===== config.mk =====
export PLATFORM = sky130hd
export DESIGN_NAME = xoshiro256pp_random_generator
export DESIGN_NICKNAME = d
export VERILOG_FILES = /design/src/rtl/xrg_pkg.sv /design/src/rtl/xrg_queue.sv /design/src/rtl/xrg_front.sv /design/src/rtl/xrg_back.sv /design/src/rtl/xoshiro256pp_random_generator.sv
export SDC_FILE = /design/constraint.sdc
export NUM_CORES = 2
export LEC_CHECK = 0
export BUFFER_PORTS_ARGS = -buffer_cell sky130_fd_sc_hd__buf_2
export CORE_UTILIZATION = 40
export CTS_BUF_LIST = sky130_fd_sc_hd__clkbuf_4
export DETAILED_ROUTE_END_ITERATION = 8
export PLACE_DENSITY = 0.58
export SLEW_MARGIN = 20
export SYNTH_ARGS = -nofsm -noshare
export SYNTH_HDL_FRONTEND = slang
export SYNTH_SLANG_ARGS = --single-unit

===== constraint.sdc =====
create_clock -name aclk -period 17.3 [get_ports aclk]
set_clock_uncertainty 0.1 [all_clocks]
set_input_delay 3.46 -clock aclk [delete_from_list [all_inputs] [get_ports aclk]]
set_output_delay 3.46 -clock aclk [all_outputs]
set_load 0.05 [all_outputs]

===== src/rtl/xrg_pkg.sv =====
// Types and constants shared by the xoshiro256++ generator modules.
`default_nettype none
package xrg_pkg;

    typedef enum logic [2:0] {
        REQ_RAW      = 3'd0,
        REQ_FRACTION = 3'd1,
        REQ_BOUNDED  = 3'd2,
        REQ_RESEED   = 3'd3,
        REQ_LOAD     = 3'd4,
        REQ_READ     = 3'd5,
        REQ_BAD6     = 3'd6,
        REQ_BAD7     = 3'd7
    } req_t;

    // One decoded command as it sits in the queue.
    typedef struct packed {
        req_t        kind;
        logic [60:0] bound;
        logic [63:0] seed_value;
        logic [1:0]  word_index;
        logic [63:0] word_value;
    } cmd_t;

    typedef enum logic [2:0] {
        ST_IDLE,
        ST_DIVIDE,
        ST_CHECK,
        ST_MIX_A,
        ST_MIX_B,
        ST_MIX_C,
        ST_MUL,
        ST_OUT
    } state_t;

    localparam logic [63:0] RESET_W0 = 64'h31a0da5e61a2e459;
    localparam logic [63:0] RESET_W1 = 64'he68b3048ea5f11a5;
    localparam logic [63:0] RESET_W2 = 64'hbd0fbca6c09e762a;
    localparam logic [63:0] RESET_W3 = 64'h1ea62c6af476c5e9;
    localparam logic [63:0] GOLDEN   = 64'h9e3779b97f4a7c15;
    localparam logic [63:0] MIX_M1   = 64'hbf58476d1ce4e5b9;
    localparam logic [63:0] MIX_M2   = 64'h94d049bb133111eb;
    localparam logic [60:0] DRAW_SPAN = 61'h1000000000000000;
    localparam int          DRAW_BITS = 60;

endpackage
`default_nettype wire


===== src/rtl/xrg_queue.sv =====
// Small command queue between request front end and execution back end.
`default_nettype none
module xrg_queue #(
    parameter int DEPTH_LOG2 = 1
) (
    input  wire logic           aclk,
    input  wire logic           aresetn,
    input  wire logic           wr_valid,
    output logic                wr_ready,
    input  wire xrg_pkg::cmd_t  wr_cmd,
    output logic                rd_valid,
    input  wire logic           rd_ready,
    output xrg_pkg::cmd_t       rd_cmd
);
    localparam int DEPTH = 1 << DEPTH_LOG2;

    xrg_pkg::cmd_t           mem [DEPTH];
    logic [DEPTH_LOG2-1:0]   wptr_reg, rptr_reg;
    logic [DEPTH_LOG2:0]     count_reg;

    assign wr_ready = (count_reg != (DEPTH_LOG2+1)'(DEPTH));
    assign rd_valid = (count_reg != '0);
    assign rd_cmd   = mem[rptr_reg];

    always_ff @(posedge aclk) begin
        if (wr_valid && wr_ready) begin
            mem[wptr_reg] <= wr_cmd;
        end
    end

    always_ff @(posedge aclk) begin
        if (!aresetn) begin
            wptr_reg  <= '0;
            rptr_reg  <= '0;
            count_reg <= '0;
        end else begin
            if (wr_valid && wr_ready) wptr_reg <= wptr_reg + 1'b1;
            if (rd_valid && rd_ready) rptr_reg <= rptr_reg + 1'b1;
            case ({wr_valid && wr_ready, rd_valid && rd_ready})
                2'b10:   count_reg <= count_reg + 1'b1;
                2'b01:   count_reg <= count_reg - 1'b1;
                default: count_reg <= count_reg;
            endcase
        end
    end
endmodule
`default_nettype wire


===== src/rtl/xrg_front.sv =====
// Request front end: unpacks the input transfer and classifies the request.
`default_nettype none
module xrg_front (
    input  wire logic [191:0] s_tdata,
    input  wire logic [2:0]   s_tuser,
    output xrg_pkg::cmd_t     cmd
);
    always_comb begin
        cmd.kind       = xrg_pkg::req_t'(s_tuser);
        cmd.bound      = s_tdata[60:0];
        cmd.seed_value = s_tdata[124:61];
        cmd.word_index = s_tdata[126:125];
        cmd.word_value = s_tdata[190:127];
        // the bound field is zeroed for all but bounded requests so no stale bits drive the divider
        if (cmd.kind != xrg_pkg::REQ_BOUNDED) cmd.bound = '0;
    end
endmodule
`default_nettype wire


===== src/rtl/xrg_back.sv =====
// Execution back end: generator state, draws, modulo unit, splitmix reseed.
`default_nettype none
module xrg_back (
    input  wire logic          aclk,
    input  wire logic          aresetn,
    input  wire logic          cmd_valid,
    output logic               cmd_ready,
    input  wire xrg_pkg::cmd_t cmd,
    output logic               m_tvalid,
    input  wire logic          m_tready,
    output logic [63:0]        m_tdata
);
    xrg_pkg::state_t state_reg, state_next;
    logic [63:0] w_reg [4];
    logic [63:0] out_reg;
    logic        out_valid_reg;
    xrg_pkg::cmd_t cur_reg;
    // restoring divider
    logic [59:0] quo_reg;       // dividend bits, shifted out msb first
    logic [60:0] rem_reg;
    logic [59:0] draw_reg;
    logic [5:0]  bit_reg;
    // splitmix
    logic [63:0] acc_reg, z_reg;
    logic [1:0]  mix_idx_reg;
    // 64-bit product low half built from three 32x32 partial products
    logic [63:0] mul_a_reg;
    logic        mul_sel_reg;   // 0: first mix constant, 1: second
    logic [1:0]  mul_step_reg;

    logic [63:0] gen_out;
    logic [63:0] nw0, nw1, nw2, nw3, t17, sum03;
    logic [61:0] rem_shift;
    logic [60:0] limit;
    logic [63:0] acc_inc;
    logic [63:0] mul_b;
    logic [31:0] mul_x, mul_y;
    logic [63:0] mul_p;

    always_comb begin
        sum03 = w_reg[0] + w_reg[3];
        gen_out = {sum03[40:0], sum03[63:41]} + w_reg[0];
        t17 = {w_reg[1][46:0], 17'd0};
        nw2 = w_reg[2] ^ w_reg[0];
        nw3 = w_reg[3] ^ w_reg[1];
        nw1 = w_reg[1] ^ nw2;
        nw0 = w_reg[0] ^ nw3;
        nw2 = nw2 ^ t17;
        nw3 = {nw3[18:0], nw3[63:19]};
        rem_shift = {rem_reg, quo_reg[59]};
        limit = (cur_reg.bound >= xrg_pkg::DRAW_SPAN) ? '0
              : xrg_pkg::DRAW_SPAN - cur_reg.bound;
        acc_inc = acc_reg + xrg_pkg::GOLDEN;
        mul_b = mul_sel_reg ? xrg_pkg::MIX_M2 : xrg_pkg::MIX_M1;
        case (mul_step_reg)
            2'd0: begin
                mul_x = mul_a_reg[31:0];
                mul_y = mul_b[31:0];
            end
            2'd1: begin
                mul_x = mul_a_reg[31:0];
                mul_y = mul_b[63:32];
            end
            default: begin
                mul_x = mul_a_reg[63:32];
                mul_y = mul_b[31:0];
            end
        endcase
        mul_p = {32'd0, mul_x} * {32'd0, mul_y};
    end

    assign cmd_ready = (state_reg == xrg_pkg::ST_IDLE) && !out_valid_reg;
    assign m_tvalid  = out_valid_reg;
    assign m_tdata   = out_reg;

    always_comb begin
        state_next = state_reg;
        unique case (state_reg)
            xrg_pkg::ST_IDLE: begin
                if (cmd_valid && cmd_ready) begin
                    if (cmd.kind == xrg_pkg::REQ_BOUNDED && cmd.bound != '0)
                        state_next = xrg_pkg::ST_DIVIDE;
                    else if (cmd.kind == xrg_pkg::REQ_RESEED)
                        state_next = xrg_pkg::ST_MIX_A;
                end
            end
            xrg_pkg::ST_DIVIDE: if (bit_reg == 6'd0) state_next = xrg_pkg::ST_CHECK;
            xrg_pkg::ST_CHECK: begin
                if (({1'b0, draw_reg} - rem_reg) <= limit) state_next = xrg_pkg::ST_IDLE;
                else state_next = xrg_pkg::ST_DIVIDE;
            end
            xrg_pkg::ST_MIX_A: state_next = xrg_pkg::ST_MUL;
            xrg_pkg::ST_MUL: begin
                if (mul_step_reg == 2'd2)
                    state_next = mul_sel_reg ? xrg_pkg::ST_MIX_C : xrg_pkg::ST_MIX_B;
            end
            xrg_pkg::ST_MIX_B: state_next = xrg_pkg::ST_MUL;
            xrg_pkg::ST_MIX_C: state_next = (mix_idx_reg == 2'd3) ? xrg_pkg::ST_IDLE
                                                                   : xrg_pkg::ST_MIX_A;
            default: state_next = xrg_pkg::ST_IDLE;
        endcase
    end

    always_ff @(posedge aclk) begin
        if (!aresetn) begin
            state_reg     <= xrg_pkg::ST_IDLE;
            out_valid_reg <= 1'b0;
            w_reg[0] <= xrg_pkg::RESET_W0;
            w_reg[1] <= xrg_pkg::RESET_W1;
            w_reg[2] <= xrg_pkg::RESET_W2;
            w_reg[3] <= xrg_pkg::RESET_W3;
        end else begin
            state_reg <= state_next;
            if (out_valid_reg && m_tready) out_valid_reg <= 1'b0;
            case (state_reg)
                xrg_pkg::ST_IDLE: begin
                    if (cmd_valid && cmd_ready) begin
                        cur_reg <= cmd;
                        case (cmd.kind)
                            xrg_pkg::REQ_RAW, xrg_pkg::REQ_FRACTION: begin
                                w_reg[0] <= nw0; w_reg[1] <= nw1;
                                w_reg[2] <= nw2; w_reg[3] <= nw3;
                                out_reg <= (cmd.kind == xrg_pkg::REQ_RAW) ? gen_out
                                         : {11'd0, gen_out[63:11]};
                                out_valid_reg <= 1'b1;
                            end
                            xrg_pkg::REQ_BOUNDED: begin
                                w_reg[0] <= nw0; w_reg[1] <= nw1;
                                w_reg[2] <= nw2; w_reg[3] <= nw3;
                                draw_reg <= gen_out[63:4];
                                quo_reg  <= gen_out[63:4];
                                rem_reg  <= '0;
                                bit_reg  <= 6'(xrg_pkg::DRAW_BITS - 1);
                                if (cmd.bound == '0) begin
                                    out_reg <= '0;
                                    out_valid_reg <= 1'b1;
                                end
                            end
                            xrg_pkg::REQ_RESEED: begin
                                acc_reg <= cmd.seed_value;
                                mix_idx_reg <= 2'd0;
                            end
                            xrg_pkg::REQ_LOAD: begin
                                w_reg[cmd.word_index] <= cmd.word_value;
                                out_reg <= '0;
                                out_valid_reg <= 1'b1;
                            end
                            xrg_pkg::REQ_READ: begin
                                out_reg <= w_reg[cmd.word_index];
                                out_valid_reg <= 1'b1;
                            end
                            default: begin
                                out_reg <= '0;
                                out_valid_reg <= 1'b1;
                            end
                        endcase
                    end
                end
                xrg_pkg::ST_DIVIDE: begin
                    quo_reg <= {quo_reg[58:0], 1'b0};
                    if (rem_shift >= {1'b0, cur_reg.bound})
                        rem_reg <= 61'(rem_shift - {1'b0, cur_reg.bound});
                    else
                        rem_reg <= rem_shift[60:0];
                    bit_reg <= bit_reg - 1'b1;
                end
                xrg_pkg::ST_CHECK: begin
                    if (({1'b0, draw_reg} - rem_reg) <= limit) begin
                        out_reg <= {3'd0, rem_reg};
                        out_valid_reg <= 1'b1;
                    end else begin
                        w_reg[0] <= nw0; w_reg[1] <= nw1;
                        w_reg[2] <= nw2; w_reg[3] <= nw3;
                        draw_reg <= gen_out[63:4];
                        quo_reg  <= gen_out[63:4];
                        rem_reg  <= '0;
                        bit_reg  <= 6'(xrg_pkg::DRAW_BITS - 1);
                    end
                end
                xrg_pkg::ST_MIX_A: begin
                    acc_reg      <= acc_inc;
                    mul_a_reg    <= acc_inc ^ {30'd0, acc_inc[63:30]};
                    mul_sel_reg  <= 1'b0;
                    mul_step_reg <= 2'd0;
                end
                xrg_pkg::ST_MUL: begin
                    // low x low, then the two cross terms into the upper half
                    case (mul_step_reg)
                        2'd0:    z_reg <= mul_p;
                        default: z_reg[63:32] <= z_reg[63:32] + mul_p[31:0];
                    endcase
                    mul_step_reg <= mul_step_reg + 1'b1;
                end
                xrg_pkg::ST_MIX_B: begin
                    mul_a_reg    <= z_reg ^ {27'd0, z_reg[63:27]};
                    mul_sel_reg  <= 1'b1;
                    mul_step_reg <= 2'd0;
                end
                xrg_pkg::ST_MIX_C: begin
                    w_reg[mix_idx_reg] <= z_reg ^ {31'd0, z_reg[63:31]};
                    mix_idx_reg <= mix_idx_reg + 1'b1;
                    if (mix_idx_reg == 2'd3) begin
                        out_reg <= '0;
                        out_valid_reg <= 1'b1;
                    end
                end
                default: ;
            endcase
        end
    end
endmodule
`default_nettype wire


===== src/rtl/xoshiro256pp_random_generator.sv =====
// Top level of the xoshiro256++ request-serving random generator.
//
// Channel | Direction | tdata                                   | tuser
// s_      | in        | bound[60:0] seed_value[124:61]          | req_type[2:0]
//         |           | word_index[126:125] word_value[190:127] |
// m_      | out       | value[63:0]                             | -
//
// Raw, fraction, load, read and unknown requests are answered from the idle state.
// Bounded draw: draw, restoring divider over the 60-bit draw, then check; each
// rejected draw is redrawn and goes through the divider again. Reseed: accept,
// then four splitmix rounds of mix A, multiply, mix B, multiply, mix C; each
// 64-bit multiply sums three 32x32 partial products. Reset loads the fixed state
// words. The back end takes no new command while a result waits on m_tready; a
// two-entry queue lets input transfers land meanwhile and while the back end works.
`default_nettype none
module xoshiro256pp_random_generator #(
    parameter int QUEUE_DEPTH_LOG2 = 1
) (
    input  wire logic         aclk,
    input  wire logic         aresetn,
    input  wire logic         s_tvalid,
    output logic              s_tready,
    input  wire logic [191:0] s_tdata,   // bound, seed_value, word_index, word_value
    input  wire logic [2:0]   s_tuser,   // req_type
    output logic              m_tvalid,
    input  wire logic         m_tready,
    output logic [63:0]       m_tdata    // value
);
    xrg_pkg::cmd_t in_cmd, q_cmd;
    logic          q_valid, q_ready;

    xrg_front u_front (
        .s_tdata (s_tdata),
        .s_tuser (s_tuser),
        .cmd     (in_cmd)
    );

    xrg_queue #(.DEPTH_LOG2(QUEUE_DEPTH_LOG2)) u_queue (
        .aclk     (aclk),
        .aresetn  (aresetn),
        .wr_valid (s_tvalid),
        .wr_ready (s_tready),
        .wr_cmd   (in_cmd),
        .rd_valid (q_valid),
        .rd_ready (q_ready),
        .rd_cmd   (q_cmd)
    );

    xrg_back u_back (
        .aclk      (aclk),
        .aresetn   (aresetn),
        .cmd_valid (q_valid),
        .cmd_ready (q_ready),
        .cmd       (q_cmd),
        .m_tvalid  (m_tvalid),
        .m_tready  (m_tready),
        .m_tdata   (m_tdata)
    );
endmodule
`default_nettype wire


==> flow_summary_export.csv <==
group,metric,value,unit
hold_path,min-delay-path-class,"reg -> reg",
place,numPortBuffers,263,
yosys,ys.flop_type,"edfxtp_1",
die,die_area,254000,µm²
timing,totalNegativeSetupSlack,0,ns
worst_setup_path,worstPathArrival,13.11,ns
timing,final_hold_viol_count,0,
final_layout,syn2layout_area_growth,9.16,%
timing,timing.fmax,82.1,MHz
detailed_routing,route.vias.total,78900,
detailed_routing,routed_wire_length_per_instance,28.9,µm
yosys,mappedNetlistArea,101000,µm²
worst_setup_path,required,18.23,ns
place,post-dp-hpwl,320000,µm
clocking,tritoncts_num_sinks,1162,
yosys,synth_sequential_area_ratio,34.5,%
timing,final_period_minus_worst_setup_slack,12.18,ns
yosys,ys_warn_count,0,
grt,largest_net_degree_at_the_start_of_global_routing,128,
yosys,synth_async_sr_flop_share,0,%
yosys,synth_edf_count,1153,
worst_setup_path,critical_path_cell_with_the_highest_stage_delay,"nor2_1",
detailed_routing,routed_via_density,5.74,
grt,wire_length_of_the_first_global_routing_pass,561000,µm
detailed_routing,drt-total-wl,396000,µm
grt,grt_pass1_vias,77600,
grt,groute.usage.overall,30.6,%
timing,timing.slew.headroom,13.4,%
worst_setup_path,startpoint_type,"register",
yosys,synth_fp_nets,11500,
clocking,cts_hold_buf,0,
worst_setup_path,regToRegSetupSlack,5.12,ns
clocking,postCtsSetupBuffers,0,
timing,grt_setup_unrepaired,"false",
flow_run,maxCapViolCount,0,
worst_setup_path,cpMostUsedCell,"inv_1",
grt,globalRoute.totalOverflow,0,
clocking,clk_pin_slew,0.07,ns
detailed_routing,antenna_violating_nets_post_route,0,
detailed_routing,firstDrtPassIters,8,
detailed_routing,post-route-drc-count,0,
die,core_region_area,250000,µm²
clocking,clockRootBuffer,"clkbuf_4",
yosys,synthCells,9821,
worst_setup_path,critical_path.max_fanout,58,
die,die_w,504,µm
yosys,post_synthesis_mean_instance_area,10.3,µm²
timing,post-route-period-util,70.4,%
timing,number_of_setup_violations_in_the_final_report,0,
clocking,clock_path_buffers,4,
timing,report.final.slew_viol_count,0,
worst_setup_path,critical_path_s_largest_stage_delay,0.64,ns
clocking,cts_made_buffers,339,
place,routabilityCongestion,1.02,
die,core.rowCount,183,
final_layout,largest_register_ff_count,388,
clocking,htreeDepth,5,
yosys,synth_cell_type_count,97,
run_status,outcome,"completed",
timing,worst-slew-pin-transition,1.29,ns
clocking,postCtsResizedCells,0,
final_layout,layout.nets,11900,
worst_setup_path,timing_worst_setup_path_type,"reg -> reg",
die,die_height,504,µm
final_layout,finish.utilization,44.1,%
grt,grt_antenna_before_repair,52,
yosys,ys_ff_latch,1162,
final_layout,proportion_of_layout_cells_with_a_drive_suffix_above_1,11.0,%
die,io-pin-count,265,
die,initial_core_utilization,40.4,%
clocking,cts_tree,"built",
clocking,clock_insertion_delay_worst_skew,1.42,ns
detailed_routing,drt_first_iter_violations,8949,
worst_setup_path,worstSetupEndpointType,"register",
## cell families (layout without fill, tap and decap cells)
group                      count (synthesis)  count (layout)  synth area share [%]
adders and majority gates               1505            1505                  24.8
DFF                                     1162            1162                  34.5
buffers and inverters                   1579            2127                  5.93
muxes                                    298             298                  3.85
and+or+nand+nor                         2363            2363                  10.6
other                                      0              29                     0
AOI/OAI and AO/OA                       2010            2010                  12.4
xor gates and xnor gates                 904             904                  7.87
## cells in the mapped netlist (28+ instances only)
cell type	instances	area, µm²
and2_1	118	738
a21o_1	246	1850
a31oi_1	53	332
nor2b_1	96	601
nor4_1	51	319
buf_1	31	116
a211oi_1	93	698
inv_1	1186	4450
ha_1	680	8510
o211ai_1	28	210
xor2_1	323	2830
xnor2_1	580	5080
o21a_1	48	360
o22ai_1	51	319
nand3_1	97	485
a221oi_1	47	412
nand4_1	104	651
clkbuf_1	332	1250
nand2b_1	73	457
nor3_1	85	425
nand2_1	881	3310
fa_1	825	16500
mux2_2	77	867
mux2i_1	156	1560
a22oi_1	29	218
o21bai_1	63	473
a21oi_1	632	3160
nor2_1	709	2660
o21ai_0	510	2550
and3_1	46	288
mux4_2	64	1440
edfxtp_1	1153	34600
## layout by cell type, fill, tap and decap left out, types with 77 or more instances in the layout
cell type  count
a211oi_1      91
a21o_1       245
a21oi_1      631
and2_1       114
buf_2        263
buf_4        108
clkbuf_4     477
edfxtp_1    1153
fa_1         825
ha_1         678
inv_1       1185
mux2_2        77
mux2i_1      145
nand2_1      881
nand3_1       97
nand4_1      104
nor2_1       700
nor2b_1       94
nor3_1        83
o21ai_0      504
xnor2_1      580
xor2_1       323
## per-stage QoR
stage	std cells	hold slack (ns)	cell area [µm²]	worst slack [ns]
final	13700	0.310	110000	5.12
after global routing	13700	0.288	110000	4.53
after CTS	13700	0.285	110000	5.25
after detailed placement	13100	0.396	106000	5.34
after global placement	13100	0.385	106000	5.31
after floorplan	9821	0.378	101000	2.58
## path summary, 6_finish.rpt
check / from / end / depth (start not counted)
hold reg to reg: u_back.quo_reg[32] / u_back.quo_reg[33] / 2
hold / removal: u_back.quo_reg[32] / u_back.quo_reg[33] / 2
setup reg to reg: u_back.mul_step_reg[0] / u_back.z_reg[62] / 43
setup / recovery: u_back.mul_step_reg[0] / u_back.z_reg[62] / 43
## routing by layer
layer / share of wire [%] / vias to the layer above / track usage [%]
met3: 8.6 / 676 / 5.82
met1: 42 / 39500 / 42.6
li1: - / 34700 / -
met4: 5.6 / 16 / 15.4
met2: 43 / 3949 / 45.5
met5: 0.034 / - / 0
## worst max-delay path: cells and delay by family, from the launching register on
| kind | cells | cell delay (ns) |
|---|---|---|
| muxes | 2 | 0.51 |
| xor gates and xnor gates | 2 | 0.55 |
| AOI/OAI and AO/OA | 9 | 2.12 |
| DFF | 1 | 0.45 |
| buffers and inverters | 10 | 1.55 |
| and+or+nand+nor | 9 | 1.87 |
| adders and majority gates | 11 | 4.63 |
## area by class of cell
cell class	count	area, µm²
tap	3330	4170
sequential	1162	34800
fill	24300	140000
clock buffer	477	3580
inverter	1190	4470
antenna	29	72.6
multi-input combinational	7080	60300
timing repair buffer	376	2220
clock inverter	84	428
Power is left out: the tool's default activity adds up to more than one toggle a clock period on the data nets, which glitch-free logic cannot reach.
